$ cat config.mk
export PLATFORM = sky130hd
export DESIGN_NAME = i2c_master_transaction_sequencer
export DESIGN_NICKNAME = d
export VERILOG_FILES = /design/src/rtl/i2cseq_pkg.sv /design/src/rtl/i2cseq_ram.sv /design/src/rtl/i2cseq_step.sv /design/src/rtl/i2c_master_transaction_sequencer.sv
export VERILOG_INCLUDE_DIRS = /design/src /design/src/rtl
export SDC_FILE = /design/constraint.sdc
export NUM_CORES = 1
export LEC_CHECK = 0
export BUFFER_PORTS_ARGS = -buffer_cell sky130_fd_sc_hd__buf_2
export CAP_MARGIN = 25
export CORE_ASPECT_RATIO = 0.8
export CORE_UTILIZATION = 35
export DETAILED_ROUTE_END_ITERATION = 6
export SLEW_MARGIN = 5
export SYNTH_ARGS = -nofsm -noshare
export SYNTH_HDL_FRONTEND = slang
export SYNTH_SLANG_ARGS = --single-unit
export TNS_END_PERCENT = 100
$ cat constraint.sdc
create_clock -name clk -period 3.7 [get_ports clk]
set_input_delay 0.37 -clock clk [delete_from_list [all_inputs] [get_ports clk]]
set_output_delay 0.37 -clock clk [all_outputs]
set_load 0.005 [all_outputs]
$ cat src/rtl/assert_macros.svh
// ---------------------------------------------------------------------------
// Assertion macros
// Shared concurrent assertion forms, clocked on clk, disabled during rst.
// ---------------------------------------------------------------------------
`ifndef ASSERT_MACROS_SVH
`define ASSERT_MACROS_SVH

// Same-cycle implication.
`define ASSERT_IMPLIES(label, pre, post) \
  label: assert property (@(posedge clk) disable iff (rst) (pre) |-> (post)) \
    else $error("assertion failed");

// Next-cycle implication.
`define ASSERT_NEXT(label, pre, post) \
  label: assert property (@(posedge clk) disable iff (rst) (pre) |=> (post)) \
    else $error("assertion failed");

`endif

$ cat src/rtl/i2cseq_pkg.sv
// ---------------------------------------------------------------------------
// i2cseq_pkg
// Transaction types, codes and state layout of the I2C master sequencer.
// ---------------------------------------------------------------------------
package i2cseq_pkg;

  localparam int CNT_W = 6;

  // operation codes
  localparam logic [1:0] OP_LOAD  = 2'd0;
  localparam logic [1:0] OP_START = 2'd1;
  localparam logic [1:0] OP_EVENT = 2'd2;

  // start kinds
  localparam logic [1:0] MODE_WRITE    = 2'd0;
  localparam logic [1:0] MODE_READ     = 2'd1;
  localparam logic [1:0] MODE_WR_RD    = 2'd2;
  localparam logic [1:0] MODE_RESERVED = 2'd3;

  // classified bus status
  localparam logic [3:0] ST_START     = 4'd0;
  localparam logic [3:0] ST_REP_START = 4'd1;
  localparam logic [3:0] ST_SLAW_ACK  = 4'd2;
  localparam logic [3:0] ST_DATA_ACK  = 4'd3;
  localparam logic [3:0] ST_RX_ACK    = 4'd4;
  localparam logic [3:0] ST_SLAR_ACK  = 4'd5;
  localparam logic [3:0] ST_RX_NACK   = 4'd6;

  // bus commands
  localparam logic [2:0] CMD_NONE    = 3'd0;
  localparam logic [2:0] CMD_START   = 3'd1;
  localparam logic [2:0] CMD_STOP    = 3'd2;
  localparam logic [2:0] CMD_SEND    = 3'd3;
  localparam logic [2:0] CMD_RX_ACK  = 3'd4;
  localparam logic [2:0] CMD_RX_NACK = 3'd5;
  localparam logic [2:0] CMD_RETRY   = 3'd6;

  localparam logic DIR_READ  = 1'b1;
  localparam logic DIR_WRITE = 1'b0;

  typedef struct packed {
    logic [1:0] operation;
    logic [4:0] tx_index;
    logic [7:0] tx_data;
    logic [1:0] mode;
    logic [6:0] slave_address;
    logic [7:0] write_count;
    logic [7:0] read_count;
    logic [3:0] bus_status;
    logic [7:0] rx_data;
  } item_t;

  typedef struct packed {
    logic [2:0] bus_command;
    logic [7:0] tx_byte;
    logic       rx_valid;
    logic [4:0] rx_index;
    logic [7:0] rx_byte;
    logic       busy_res;
  } result_t;

  typedef struct packed {
    logic             busy;
    logic [1:0]       kind;
    logic             reading;
    logic [6:0]       address;
    logic [CNT_W-1:0] to_write;
    logic [CNT_W-1:0] to_read;
    logic [CNT_W-1:0] position;
  } seq_state_t;

endpackage

$ cat src/rtl/i2cseq_ram.sv
// ---------------------------------------------------------------------------
// i2cseq_ram
// Generic single-write, single-read RAM with registered read data.
// ---------------------------------------------------------------------------
module i2cseq_ram #(
  parameter int WIDTH = 8,
  parameter int DEPTH = 32,
  parameter int AW    = 5
) (
  input  logic             clk,
  input  logic             we,
  input  logic [AW-1:0]    waddr,
  input  logic [WIDTH-1:0] wdata,
  input  logic [AW-1:0]    raddr,
  output logic [WIDTH-1:0] rdata
);

  logic [WIDTH-1:0] mem [DEPTH];

  always_ff @(posedge clk) begin
    if (we) begin
      mem[waddr] <= wdata;
    end
    rdata <= mem[raddr];
  end

endmodule

$ cat src/rtl/i2cseq_step.sv
// ---------------------------------------------------------------------------
// i2cseq_step
// Sequencer decision logic: one transaction in, next state and result out.
// ---------------------------------------------------------------------------
module i2cseq_step #(
  parameter int DEPTH = 32
) (
  input  i2cseq_pkg::seq_state_t state,
  input  i2cseq_pkg::item_t      item,
  input  logic [7:0]             store_byte,
  output i2cseq_pkg::seq_state_t state_next,
  output i2cseq_pkg::result_t    res
);

  localparam logic [i2cseq_pkg::CNT_W-1:0] DEPTH_C = i2cseq_pkg::CNT_W'(DEPTH);
  localparam logic [7:0] DEPTH_B = 8'(DEPTH);

  logic [i2cseq_pkg::CNT_W-1:0] pos_new;
  logic                         pos_room;

  assign pos_room = state.position < DEPTH_C;

  always_comb begin
    state_next      = state;
    res             = '0;
    res.bus_command = i2cseq_pkg::CMD_NONE;
    pos_new         = state.position;
    case (item.operation)
      i2cseq_pkg::OP_START: begin
        if (item.mode != i2cseq_pkg::MODE_RESERVED) begin
          state_next.busy     = 1'b1;
          state_next.kind     = item.mode;
          state_next.reading  = (item.mode == i2cseq_pkg::MODE_READ);
          state_next.address  = item.slave_address;
          state_next.to_write = (item.write_count > DEPTH_B) ? DEPTH_C :
                                i2cseq_pkg::CNT_W'(item.write_count);
          state_next.to_read  = (item.read_count > DEPTH_B) ? DEPTH_C :
                                i2cseq_pkg::CNT_W'(item.read_count);
          if (item.read_count == 8'd0) begin
            state_next.to_read = i2cseq_pkg::CNT_W'(1);
          end
          res.bus_command = i2cseq_pkg::CMD_START;
        end
      end
      i2cseq_pkg::OP_EVENT: begin
        case (item.bus_status)
          i2cseq_pkg::ST_START, i2cseq_pkg::ST_REP_START: begin
            state_next.position = '0;
            res.tx_byte = {state.address,
                           state.reading ? i2cseq_pkg::DIR_READ : i2cseq_pkg::DIR_WRITE};
            res.bus_command = i2cseq_pkg::CMD_SEND;
          end
          i2cseq_pkg::ST_SLAW_ACK, i2cseq_pkg::ST_DATA_ACK: begin
            if (state.position >= state.to_write) begin
              // end of write phase: turn around or finish
              if (state.kind == i2cseq_pkg::MODE_WR_RD) begin
                state_next.reading = 1'b1;
                res.bus_command    = i2cseq_pkg::CMD_START;
              end else begin
                state_next.busy = 1'b0;
                res.bus_command = i2cseq_pkg::CMD_STOP;
              end
            end else begin
              res.tx_byte         = store_byte;
              state_next.position = state.position + 1'b1;
              res.bus_command     = i2cseq_pkg::CMD_SEND;
            end
          end
          i2cseq_pkg::ST_RX_ACK, i2cseq_pkg::ST_SLAR_ACK: begin
            if (item.bus_status == i2cseq_pkg::ST_RX_ACK && pos_room) begin
              res.rx_valid = 1'b1;
              res.rx_index = 5'(state.position);
              res.rx_byte  = item.rx_data;
              pos_new      = state.position + 1'b1;
            end
            state_next.position = pos_new;
            // NACK the byte that will be the last one
            res.bus_command = ({1'b0, pos_new} + 1'b1 == {1'b0, state.to_read}) ?
                              i2cseq_pkg::CMD_RX_NACK : i2cseq_pkg::CMD_RX_ACK;
          end
          i2cseq_pkg::ST_RX_NACK: begin
            if (pos_room) begin
              res.rx_valid        = 1'b1;
              res.rx_index        = 5'(state.position);
              res.rx_byte         = item.rx_data;
              state_next.position = state.position + 1'b1;
            end
            state_next.busy = 1'b0;
            res.bus_command = i2cseq_pkg::CMD_STOP;
          end
          default: begin
            res.bus_command = i2cseq_pkg::CMD_RETRY;
          end
        endcase
      end
      default: begin
        res.bus_command = i2cseq_pkg::CMD_NONE;
      end
    endcase
    res.busy_res = state_next.busy;
  end

endmodule

$ cat src/rtl/i2c_master_transaction_sequencer.sv
// ---------------------------------------------------------------------------
// i2c_master_transaction_sequencer
// I2C master sequencer: transmit buffer loads, transaction starts and
// classified bus events in, one bus command per transaction out.
// ---------------------------------------------------------------------------
// Usage:
//   The item channel (item_valid, item_stall, item) takes loads, starts and
//   bus status events. Every transaction produces exactly one result on the
//   result channel (result_valid, result_stall, result) carrying the next
//   bus command, the byte to send, any received byte with its index, and
//   the busy flag after the transaction.
//   A transaction is accepted into one input register and its result is
//   loaded into one result register, with the decision logic between them,
//   raising result_valid. One transaction is accepted every cycle while the
//   result side keeps taking.
//   The transmit buffer is a RAM with registered read data, read ahead at
//   the next byte position; a load to that position is forwarded around the RAM.
//   When result_stall is high the result register holds and one more
//   transaction is taken into the input register; item_stall rises only
//   when both registers are full.
//   Reset clears the sequencer state and both valid flags. The transmit
//   buffer is not cleared: send only slots that were loaded.
// ---------------------------------------------------------------------------
`include "assert_macros.svh"

module i2c_master_transaction_sequencer #(
  parameter int BUFFER_DEPTH = 32
) (
  input  logic                  clk,
  input  logic                  rst,
  input  logic                  item_valid,
  output logic                  item_stall,
  input  i2cseq_pkg::item_t     item,
  output logic                  result_valid,
  input  logic                  result_stall,
  output i2cseq_pkg::result_t   result
);

  localparam int AW = (BUFFER_DEPTH > 1) ? $clog2(BUFFER_DEPTH) : 1;
  localparam logic [i2cseq_pkg::CNT_W-1:0] DEPTH_C =
    i2cseq_pkg::CNT_W'(BUFFER_DEPTH);

  logic                   s1_valid;
  i2cseq_pkg::item_t      s1_item;
  logic                   res_free;
  logic                   process;
  i2cseq_pkg::seq_state_t state;
  i2cseq_pkg::seq_state_t state_next;
  i2cseq_pkg::result_t    step_res;
  logic                   we;
  logic [AW-1:0]          waddr;
  logic [AW-1:0]          raddr;
  logic [i2cseq_pkg::CNT_W-1:0] rpos;
  logic [7:0]             ram_rdata;
  logic                   bypass;
  logic [7:0]             bypass_data;
  logic [7:0]             store_byte;

  assign res_free   = !result_valid || !result_stall;
  assign process    = s1_valid && res_free;
  assign item_stall = s1_valid && !res_free;

  always_ff @(posedge clk) begin
    if (rst) begin
      s1_valid <= 1'b0;
    end else if (!item_stall) begin
      s1_valid <= item_valid;
    end
    if (item_valid && !item_stall) begin
      s1_item <= item;
    end
  end

  always_ff @(posedge clk) begin
    if (rst) begin
      result_valid <= 1'b0;
    end else if (res_free) begin
      result_valid <= s1_valid;
    end
    if (process) begin
      result <= step_res;
    end
  end

  always_ff @(posedge clk) begin
    if (rst) begin
      state <= '0;
    end else if (process) begin
      state <= state_next;
    end
  end

  // read ahead at the position the next transaction will see
  assign rpos  = process ? state_next.position : state.position;
  assign raddr = (rpos < DEPTH_C) ? AW'(rpos) : '0;
  assign we    = process && (s1_item.operation == i2cseq_pkg::OP_LOAD) &&
                 (i2cseq_pkg::CNT_W'(s1_item.tx_index) < DEPTH_C);
  assign waddr = AW'(s1_item.tx_index);

  i2cseq_ram #(
    .WIDTH(8),
    .DEPTH(BUFFER_DEPTH),
    .AW   (AW)
  ) u_store (
    .clk  (clk),
    .we   (we),
    .waddr(waddr),
    .wdata(s1_item.tx_data),
    .raddr(raddr),
    .rdata(ram_rdata)
  );

  // forward a load that hits the slot being read
  always_ff @(posedge clk) begin
    if (rst) begin
      bypass <= 1'b0;
    end else begin
      bypass <= we && (waddr == raddr);
    end
    bypass_data <= s1_item.tx_data;
  end

  assign store_byte = bypass ? bypass_data : ram_rdata;

  i2cseq_step #(
    .DEPTH(BUFFER_DEPTH)
  ) u_step (
    .state     (state),
    .item      (s1_item),
    .store_byte(store_byte),
    .state_next(state_next),
    .res       (step_res)
  );

  `ASSERT_IMPLIES(a_stall_only_when_full, item_stall, s1_valid && result_valid)
  `ASSERT_IMPLIES(a_stop_clears_busy,
    result_valid && result.bus_command == i2cseq_pkg::CMD_STOP, !result.busy_res)
  `ASSERT_IMPLIES(a_rx_with_receive_cmd, result_valid && result.rx_valid,
    result.bus_command == i2cseq_pkg::CMD_RX_ACK ||
    result.bus_command == i2cseq_pkg::CMD_RX_NACK ||
    result.bus_command == i2cseq_pkg::CMD_STOP)
  `ASSERT_NEXT(a_result_held, result_valid && result_stall, result_valid)

endmodule

* Yosys cells after proc, flatten, opt, wreduce, memory -nomap -nowiden *
Memories as Yosys holds them, arrays and structs flattened. A register that Yosys moved wholly into a read port is not among the register bits.
Index checks and enable logic that the tools add are counted.

word-level totals
  logic and storage cells = 107
  latch bits = 0
  bits of input ports = 56
  bits in writable memories = 256
  register bits = 118
  ROM bits = 0
  memories = 1
  output and inout port bits = 28

operators by class
  $lt $le $gt $ge = 5
  bitwise operators = 0
  shifts and indexed selects = 0
  $add $sub $neg = 2
  eq/ne operators = 17
  multiply operators = 0
  reduce and logical (&&, ||, !) cells = 20
  div/mod/pow operators = 0
  multiplexer cells = 36

memories
  name         depth  bits a word  read ports  clocked after memory_dff  write ports  RTL line          text
  u_store.mem  32     8            1           1                         1            i2cseq_ram.sv:18  logic [WIDTH-1:0] mem [DEPTH];

operator list
  kind                                                                   count
  6-bit two-way mux                                                      10
  14-bit two-way mux                                                     2
  14-bit one-hot mux with 2 select lines                                 1
  6-bit one-hot mux with 4 select lines                                  1
  23-bit two-way mux                                                     1
  8-bit by 6-bit > comparator with 1-bit output, second input constant   2
  8-bit two-way mux                                                      2
  8-bit one-hot mux with 2 select lines                                  1
  4-bit by 3-bit equality test with 1-bit output, second input constant  3
  6-bit < comparator, second input constant                              2
  3-bit one-hot mux with 4 select lines                                  1
  1-bit two-way mux                                                      10
  4-bit by 2-bit equality test with 1-bit output, second input constant  2
  8-bit zero test                                                        1
  6-bit by 1-bit adder with 7-bit output, second input constant          1
  7-bit by 6-bit equality test with 1-bit output                         1
  6-bit by 1-bit adder with 6-bit output, second input constant          1
  6-bit greater-or-equal comparator                                      1
  1-bit logical AND                                                      6
  2-bit by 1-bit != test with 1-bit output, second input constant        3
  1-bit one-hot mux with 2 select lines                                  3
  3-bit one-hot mux with 2 select lines                                  1
  6-bit AND reduction                                                    1
  2-bit OR reduction                                                     3
  other kinds (14)                                                       20

* Longest topological paths before layout *
Gate-level depths: netlist (run 1).

  depth in word-level cells = 12
  depth in mapped cells = 17
  mapped depth without buffers = 13

* Modules after synthesis *
Synthesis (run 1) repeated with hierarchy kept, for this count alone.

unflattened totals
  cell total of the unflattened synthesis = 949
  area, all modules = 15,572.4 sq um

modules (own cells, without submodules)
  module                            instances  sequential area each (sq um)  cells each  area an instance (sq um)
  i2cseq_ram                        1          7,847.5                       417         10,053.4
  i2c_master_transaction_sequencer  1          3,143.0                       273         3,963.8
  i2cseq_step                       1          0.0                           259         1,555.2

* Worst setup path after synthesis (run 1) *
No wires, ideal clock.

  path kind = register to register
  from = reg s1_item[8] (netlist name)
  to = reg u_store.rdata[4], read port of u_store.mem
  clock period less this slack = 3.653 ns
  path buffers = 3
  setup time = 0.136 ns
  setup slack = 0.047 ns
  arrival time = 3.518 ns
  stages on the path, launching flop included = 17
  data required time = 3.564 ns
  path through = edfxtp_1 clkbuf_1 nor4b_1 nand2_1 inv_1 ha_1 inv_1 o22ai_1 a21o_1 a2bb2oi_1 nand2_1 clkbuf_1 buf_2 mux2i_1 o21ai_0 o41ai_1 o221ai_1

on the way
  cells in the longest elaborated chain, start to end = 10

ends and longest elaborated chain
  element                                         RTL line                                text
  start: declaration                              i2c_master_transaction_sequencer.sv:44  i2cseq_pkg::item_t s1_item;
  start signal: assignment                        i2c_master_transaction_sequencer.sv:70  s1_item <= item;
  4-bit by 3-bit equality test with 1-bit output  i2cseq_step.sv:46, i2cseq_step.sv:70
  1-bit logical AND                               i2cseq_step.sv:70                       if (item.bus_status == i2cseq_pkg::ST_RX_ACK && pos_room) begin
  6-bit two-way mux                               i2cseq_step.sv:70
  6-bit two-way mux                               i2cseq_step.sv:46                       case (item.bus_status)
  6-bit two-way mux                               i2cseq_step.sv:28                       case (item.operation)
  6-bit one-hot mux with 4 select lines *         i2cseq_step.sv:46
  6-bit two-way mux *                             i2cseq_step.sv:28
  6-bit two-way mux *                             i2c_master_transaction_sequencer.sv:94  assign rpos = process ? state_next.position : state.position;
  6-bit < comparator                              i2c_master_transaction_sequencer.sv:95  assign raddr = (rpos < DEPTH_C) ? AW'(rpos) : '0;
  5-bit two-way mux *                             i2c_master_transaction_sequencer.sv:95
  end: declaration                                i2cseq_ram.sv:15                        output logic [WIDTH-1:0] rdata

Every way passes the cells marked *; elsewhere a longest branch is shown, timed or not. The select of a mux whose other input is x is not followed.
A chain may end at the register's enable or synchronous reset.

* Worst setup path in the final report (run 1) *
  from = reg state[0] (netlist name)
  to = reg u_store.rdata[6], read port of u_store.mem

on the way
  cells in the longest elaborated chain, start to end = 10

ends and longest elaborated chain
  element                                RTL line                                text
  6-bit < comparator                     i2cseq_step.sv:21                       assign pos_room = state.position < DEPTH_C;
  1-bit logical AND                      i2cseq_step.sv:70
  6-bit two-way mux                      i2cseq_step.sv:70
  6-bit two-way mux                      i2cseq_step.sv:46
  6-bit two-way mux                      i2cseq_step.sv:28
  6-bit one-hot mux with 4 select lines  i2cseq_step.sv:46
  6-bit two-way mux                      i2cseq_step.sv:28
  6-bit two-way mux *                    i2c_master_transaction_sequencer.sv:94
  6-bit < comparator                     i2c_master_transaction_sequencer.sv:95
  5-bit two-way mux *                    i2c_master_transaction_sequencer.sv:95

Marks and branches as above.

==> results of run 1 <==
state kept, by name, summed over array words and instances (netlist names):
name and flops:
result 26, bypass 1, bypass_data 8, u_store.mem 256, u_store.rdata 8, s1_valid 1
waddr 5, result_valid 1, state 29, s1_item 47
cell usage after synthesis, types with 7 or more instances:
master,number
buf_2,16
nor3_1,24
a211oi_1,13
mux2i_1,23
nor4_1,10
a31oi_1,12
nand3b_1,7
dfxtp_1,48
a22oi_1,20
edfxtp_1,334
o221ai_1,14
buf_1,10
inv_1,17
o21ai_0,58
nand2b_1,14
o31ai_1,7
nand2_1,95
nor2_1,91
mux2_2,14
a21oi_1,48
clkbuf_1,48
or3_1,8
nand4_1,10
xnor2_1,10
ha_1,14
a311oi_1,10
nand3_1,61
and3_1,32
power by group:
| part | switching, mW | total (mW) | internal, mW |
|---|---|---|---|
| Clock | 1.64 | 3.66 | 2.02 |
| Combinational | 0.170 | 0.283 | 0.113 |
| Sequential | 0.0426 | 4.79 | 4.75 |
| Total | 1.85 | 8.73 | 6.88 |
cell type report:
class,instances,area (sq um),area share (%)
Multi-Input combinational cell,707,4590,23.6
Tap cell,603,754,3.89
Clock inverter,15,110,0.567
Timing Repair Buffer,238,1840,9.50
Inverter,18,67.6,0.348
Clock buffer,54,1060,5.47
Sequential cell,382,11000,56.6
logic make-up (layout without fill, tap and decap cells):
group	after synthesis	count (layout)	synth area share (%)
DFF	382	382	69.8
and+or+nand+nor	378	378	11.7
AOI/OAI and AO/OA	263	263	11.5
buffers and inverters	93	325	2.37
muxes	39	39	2.75
adders and majority gates	14	14	1.11
xor gates and xnor gates	13	13	0.723
worst reg2reg max path, stage by stage, from the launching register on:
cell      delay, ps
dfxtp_2         370
inv_1            80
ha_1            270
nand2b_1        110
a21o_1          290
a211oi_4        140
buf_4           200
o22ai_1         350
nand3_1         330
buf_4           280
nand2_1         270
o311ai_1        150
or4_1           610
o221ai_1        110
layer usage:
layer | vias up | global-route usage (%)
met2 | 532 | 29.0
met5 | - | 0
met1 | 5576 | 28.6
li1 | 4998 | -
met4 | 0 | 6.02
met3 | 68 | 4.92
timing repair:
item	in CTS	in global routing
setup endpoints to repair	5	8
hold buffers	51	0
pin swaps	0	3
hold endpoints to repair	51	0
gates cloned	0	0
resized for setup	10	22
how the worst max path moves through the flow:
stage | startpoint | end | depth (start not counted)
2_1_floorplan | s1_item[8] | u_store.rdata[4] | 16
3_3_place_gp | state[0] | u_store.rdata[3] | 13
3_5_place_dp | state[0] | u_store.rdata[3] | 10
4_1_cts | state[0] | u_store.rdata[3] | 13
5_1_grt | state[1] | u_store.rdata[6] | 11
6_report | state[0] | u_store.rdata[6] | 13
through the flow:
step           cells  total power [mW]  TNS (ps)
6_report        2017              8.73         0
5_1_grt         2017              8.96         0
4_1_cts         2016              8.77         0
3_5_place_dp    1896              5.11      -695
3_3_place_gp    1894              5.10      -345
2_1_floorplan   1182              4.97         0
==> metrics, run 1 <==
Synth top area share a little under two thirds; first-pass GRT wire length 67.3 mm; WHS Path Cells 1; metal2 WL 19.6 mm; Crit Path Class reg -> reg; row count 69; hold endpoint s1_item[3]; Area contributors post-synth edfxtp_1, dfxtp_1, nand2_1; Iteration-0 DRC Markers between 1000 and 1500; Layout area overhead 23.3%; syn avg cell area roughly 13 sq um; Vias 11200; NumNets Final approximately 1500; post-synthesis register bit count ~380; PwrDens between 400 and 500 mW/mm^2; # Post-CTS Setup Buffers 0; share of cells above drive strength 1 21.3%; Slew @ Worst Pin a little over 1000 ps; Ant. Diodes 0; register area share after synthesis about 70%; CP Max Fanout 7; TritonCTS clock tree done; Placer Congestion a little under 1; leading area contributor after synthesis edfxtp_1; cell mode on critical path buf_4; cell family with most CP delay simple AND/OR/NAND/NOR gates; R2R setup slack 70 ps; initial antenna violation count 0; drt via density approximately 5.5; FF-to-FF path depth 13; LEAKAGE 6.69 nW; die area ~0.046 sq mm; largest net degree at the start of global routing 53; Post-route DRC 0; Setup Slack @ Placement -297 ps; synthesized instance count about 1200; worst hold path type in -> reg; fin util 43.8%; Final Routed Wirelength ~45 mm; Slew HR 31.5%; top sig layer met4; RSZ-0062 raised after global routing no; Hold Path Origin item[3]; DR pass1 iterations 5; Crit path required time ~4200 ps; Slew Viols, Final 0; RR Endpoint u_store.rdata[6]; Routed WL per cell 22.4 um; commonest non-fill, non-tap cell in the layout edfxtp_1; commonest cells after routing, fill and taps aside edfxtp_1, nand2_1, buf_4; crit end category flip-flop; worst r2r src state[0]; max_cap viols 0; clock sink count 382; final instance area slightly below 0.02 sq mm; max frequency between 200 and 300 MHz; Max Buffers Root-to-Sink 3; worst-skew pair later-pin latency 560 ps; CTS H-tree lvls 2; EDFF count, synth 334; cts bufs inserted 38; crit path time final 3630 ps; antenna viol nets, final 0; Synth warnings 0; Mapped Area roughly 0.016 sq mm; Final setup viols 0; startpoint types flip-flop; die extent in x around 240 um; Tcrit/Tclk final 98.1%; DRT met1 WL 20.1 mm; VDD IR-drop max between 0.3 and 0.4 mV; WHS 19.7 ps; Netlist cell types 74; Die H ~190 um; All-Layer GR Usage approximately a fifth; FFs w/ async S/R, synth 0%; Placed Area about 0.018 sq mm; vias in the first global route around 11000; Buffers & Inverters on Critical Path 3; CTS Root Cell clkbuf_16; initial core utilization between 30% and 40%; Fill cells about 4000; GRT Residual Overflow 0; DP Wirelength between 30 and 40 mm; Fin. Hold Viols 0; Max stage delay on crit path ~610 ps; CP arrival around 4000 ps; outcome complete, no violations; post-synth net total 1252; IO Pins between 80 and 90; CP Cell Sequence inv_1, ha_1, nand2b_1, a21o_1, a211oi_4, buf_4, o22ai_1, nand3_1, buf_4, nand2_1, o311ai_1, or4_1, o221ai_1; slowest stage cell, crit path or4_1; core area approximately 0.044 sq mm; worst setup margin just under 70 ps; Fin Clk Skew between 20 and 25 ps; clock-pin slew on the worst setup and hold paths roughly 60 ps; WL met3 4.36 mm; Most used DFF post-synth edfxtp_1; I/O Buffers slightly above 80
Note: power is estimated with default switching activity, not from simulation.
==> run 2, diff against run 1 <==
--- a/config.mk
+++ b/config.mk
@@ -11,6 +11,7 @@
 export CORE_ASPECT_RATIO = 0.8
 export CORE_UTILIZATION = 35
 export DETAILED_ROUTE_END_ITERATION = 6
+export PLACE_DENSITY = 0.54
 export SLEW_MARGIN = 5
 export SYNTH_ARGS = -nofsm -noshare
 export SYNTH_HDL_FRONTEND = slang
==> metrics, run 2 (synthesis gave the netlist of run 1 again) <==
outcome complete, no violations; worst-skew pair later-pin latency between 500 and 600 ps; Slew HR around 35%; NumNets Final around 1500; I/O Buffers 83; Die H around 190 um; clock sink count 382; commonest cells after routing, fill and taps aside edfxtp_1, buf_4, nand2_1; Iteration-0 DRC Markers approximately 1200; Fin. Hold Viols 0; IO Pins 84; die extent in x 239 um; Layout area overhead 24.1%; TritonCTS clock tree done; row count 69; startpoint types flip-flop; Max Buffers Root-to-Sink 3; CP Max Fanout 11; Crit Path Class reg -> reg; CP arrival 4040 ps; biggest regs u_store.mem x256, s1_item x47, state x29; drt via density around 5.4; commonest non-fill, non-tap cell in the layout edfxtp_1; Routed WL per cell ~23 um; Crit path required time between 4000 and 5000 ps; initial antenna violation count 0; Final setup viols 0; share of cells above drive strength 1 a little under a quarter; cts bufs inserted 38; PwrDens ~470 mW/mm^2; die area 0.0458 sq mm; Placer Congestion about 0.92; LEAKAGE 6.84 nW; Tcrit/Tclk final a little over nine tenths; crit path time final ~3600 ps; Final Routed Wirelength between 40 and 50 mm; final setup TNS 0 ps; antenna viol nets, final 0; VDD IR-drop max 0.391 mV; max frequency between 200 and 300 MHz; Fin Clk Skew between 10 and 15 ps; vias in the first global route ~11000; Post-route DRC 0; Fill cells around 4000; Vias ~11000; clock-pin slew on the worst setup and hold paths 60 ps; crit end category flip-flop; Pwr Total around 9 mW; Slew @ Worst Pin roughly 980 ps; Most flops, register u_store.mem; GRT Residual Overflow 0; initial core utilization approximately 35%; CTS Root Cell clkbuf_16; max_cap viols 0; core area ~0.044 sq mm; largest net degree at the start of global routing 53; max reg flops around 260; Slew Viols, Final 0; CTS H-tree lvls 2; DP Wirelength around 32 mm; worst hold path type in -> reg; All-Layer GR Usage between 20 and 25%; Ant. Diodes 0; DR pass1 iterations 5; first-pass GRT wire length roughly 70 mm
[run 2: routing by layer]
layer / vias up / track usage [%] / wire length [um] / part of all wire, %
met1: 5541 / 30.8 / 21900 / 46
li1: 5034 / - / - / -
met2: 446 / 30.4 / 20300 / 43
met3: 66 / 4.41 / 3920 / 8.3
met4: 0 / 5.74 / 1030 / 2.2
met5: - / 0 / 0 / 0
[run 2: layout make-up]
cell class              instances  area, sq um  area share (%)
clock inverters                20          274            1.40
well taps                     603          754            3.86
flip-flops and latches        382        11000            56.2
repair buffers                260         1890            9.69
multi-input cells             707         4550            23.3
clock buffers                  49         1010            5.19
inverters                      18         67.6           0.346
[run 2: critical path, stage by stage, from the launching register on]
cell	delay (ps)
edfxtp_1	430
buf_4	210
or3b_1	480
nor3_2	290
a221o_1	350
o21ai_1	210
a211oi_2	450
buf_4	260
o311ai_0	200
a311oi_2	420
buf_4	170
nor4_1	40
[run 2: path summary, 6_finish.rpt]
path / start / cells after the start / slack [ps] / to
worst max register to register: s1_item[11] / 11 / 80 / u_store.rdata[7]
worst min register to register: state[24] / 2 / 460 / state[24]
worst min-delay path: item[42] / 1 / 20 / s1_item[42]
worst max-delay path: s1_item[11] / 11 / 80 / u_store.rdata[7]
[run 2: repair_timing]
| item | 4_1_cts | 5_1_grt |
|---|---|---|
| setup buffers | 0 | 5 |
| pin swaps | 0 | 4 |
| gates resized for setup | 4 | 18 |
| hold buffers | 30 | 2 |
| setup endpoints to repair | 3 | 9 |
| hold endpoints to repair | 30 | 2 |
[run 2: power breakdown]
| group | switching (mW) | internal, mW |
|---|---|---|
| Clock | 1.63 | 2.43 |
| Combinational | 0.173 | 0.0987 |
| Sequential | 0.0391 | 4.75 |
[run 2: per-stage QoR]
| stage | setup WS [ps] | instances | hold slack [ps] | utilization, % | area (sq um) |
|---|---|---|---|---|---|
| 2_1_floorplan | 46.8 | 1182 | 437 | - | 15700 |
| 3_3_place_gp | -244 | 1933 | 448 | 40.1 | 17800 |
| 3_5_place_dp | -93.3 | 1933 | 452 | 40.1 | 17800 |
| 4_1_cts | 36.7 | 2032 | 0.0910 | 43.7 | 19400 |
| 5_1_grt | -13.2 | 2039 | 2.19 | 44.0 | 19500 |
| 6_report | 80.5 | 2039 | 15.8 | 44.0 | 19500 |
==> run 3, diff against run 2 <==
--- a/config.mk
+++ b/config.mk
@@ -8,10 +8,13 @@
 export LEC_CHECK = 0
 export BUFFER_PORTS_ARGS = -buffer_cell sky130_fd_sc_hd__buf_2
 export CAP_MARGIN = 25
+export CELL_PAD_IN_SITES_DETAIL_PLACEMENT = 0
+export CELL_PAD_IN_SITES_GLOBAL_PLACEMENT = 1
 export CORE_ASPECT_RATIO = 0.8
 export CORE_UTILIZATION = 35
 export DETAILED_ROUTE_END_ITERATION = 6
-export PLACE_DENSITY = 0.54
+export PLACE_DENSITY = 0.63
+export REMOVE_ABC_BUFFERS = 1
 export SLEW_MARGIN = 5
 export SYNTH_ARGS = -nofsm -noshare
 export SYNTH_HDL_FRONTEND = slang
==> metrics, run 3 (synthesis gave the netlist of run 1 again) <==
outcome complete, no violations; worst r2r src state[0]; Max stage delay on crit path ~470 ps; TritonCTS clock tree done; Fill cells ~4100; CP arrival 3990 ps; final instance area 0.0196 sq mm; Final setup viols 0; Iteration-0 DRC Markers about 1200; die extent in x about 240 um; cell mode on critical path a221o_1; CP startpoint state[0]; Hold Path Origin item[11]; Fin Clk Skew about 28 ps; RSZ-0062 raised after global routing yes; final setup TNS 0 ps; Most flops, register u_store.mem; Slew HR between 30 and 40%; largest net degree at the start of global routing 53; post-placement cell count around 1900; clock sink count 382; Layout area overhead 24.4%; Final Routed Wirelength 46.8 mm; max frequency approximately 280 MHz; IO Pins 84; Setup Slack @ Placement -237 ps; drt via density 5.39; Post-route DRC 0; Vias between 10000 and 15000; cell family with most CP delay compound AO/OA/AOI/OAI gates; Crit path required time just over 4000 ps; crit path time final roughly 3600 ps; worst setup margin slightly above 100 ps; DP Wirelength ~32 mm; Buffers & Inverters on Critical Path 3; biggest regs u_store.mem x256, s1_item x47, state x29; startpoint types flip-flop; commonest cells after routing, fill and taps aside edfxtp_1, buf_4, nand2_1; CTS H-tree lvls 2; Die H ~190 um; row count between 60 and 70; die area approximately 0.046 sq mm; core area ~0.044 sq mm; initial antenna violation count 0; cts bufs inserted 40; LEAKAGE about 7 nW; Placed Area around 0.018 sq mm; Final Non-Filler Cells a little over 2000; CTS Root Cell clkbuf_16; clock-pin slew on the worst setup and hold paths 60 ps; CP Max Fanout 13; DR pass1 iterations 5; commonest non-fill, non-tap cell in the layout edfxtp_1; Ant. Diodes 0; fin util between 40% and 50%; crit end category flip-flop; Pwr Total between 9 and 10 mW; NumNets Final approximately 1500; I/O Buffers between 80 and 90; Slew @ Worst Pin about 950 ps; max reg flops 256; share of cells above drive strength 1 22.4%; Placer Congestion ~0.88; CP Cell Sequence inv_1, ha_1, nand2b_1, a21o_1, a221o_1, a221o_1, buf_12, buf_4, or4_1, o2111a_1, o21ai_0, nand4_1; PwrDens roughly 460 mW/mm^2; All-Layer GR Usage about a fifth; slowest stage cell, crit path or4_1; worst hold path type in -> reg; Routed WL per cell 23.0 um; VDD IR-drop max ~0.36 mV; GRT Residual Overflow 0; Crit Path Class reg -> reg; Tcrit/Tclk final 97.3%; Fin. Hold Viols 0; initial core utilization between 30 and 40%; Max Buffers Root-to-Sink 3; Slew Viols, Final 0; worst-skew pair later-pin latency between 500 and 600 ps; WHS 22.2 ps; max_cap viols 0; first-pass GRT wire length just under 70 mm; vias in the first global route 10800; antenna viol nets, final 0
run 3: path summary, 6_finish.rpt:
check,end,slack (ps),depth (start not counted)
hold reg to reg,state[19],460,2
setup / recovery,u_store.rdata[1],100,12
hold / removal,s1_item[11],20,1
setup reg to reg,u_store.rdata[1],100,12
run 3: final cells by class:
type	count	area, sq um	area share (%)
clock buffers	56	1130	5.79
well taps	603	754	3.85
flip-flops and latches	382	11000	56.1
multi-input cells	707	4530	23.2
inverters	18	67.6	0.345
clock inverters	16	174	0.888
repair buffers	256	1930	9.86
run 3: metal layers:
| metal | global-route usage, % | wire length (um) |
|---|---|---|
| met5 | 0 | 0 |
| met3 | 4.02 | 3390 |
| met2 | 30.0 | 20300 |
| met1 | 30.5 | 22300 |
| met4 | 4.61 | 782 |
run 3: timing repair:
action,in CTS,in global routing
resized for setup,2,17
pin swaps,0,1
endpoints found under the setup margin,1,9
hold endpoints to repair,42,1
hold buffers,42,1
buffers inserted,0,1
run 3: where the power goes:
part / leakage (nW) / total, mW / switching (mW) / internal, mW
Clock: 0.642 / 4.03 / 1.67 / 2.36
Combinational: 2.73 / 0.278 / 0.173 / 0.105
Sequential: 3.45 / 4.79 / 0.0434 / 4.75
Total: 6.82 / 9.10 / 1.89 / 7.21
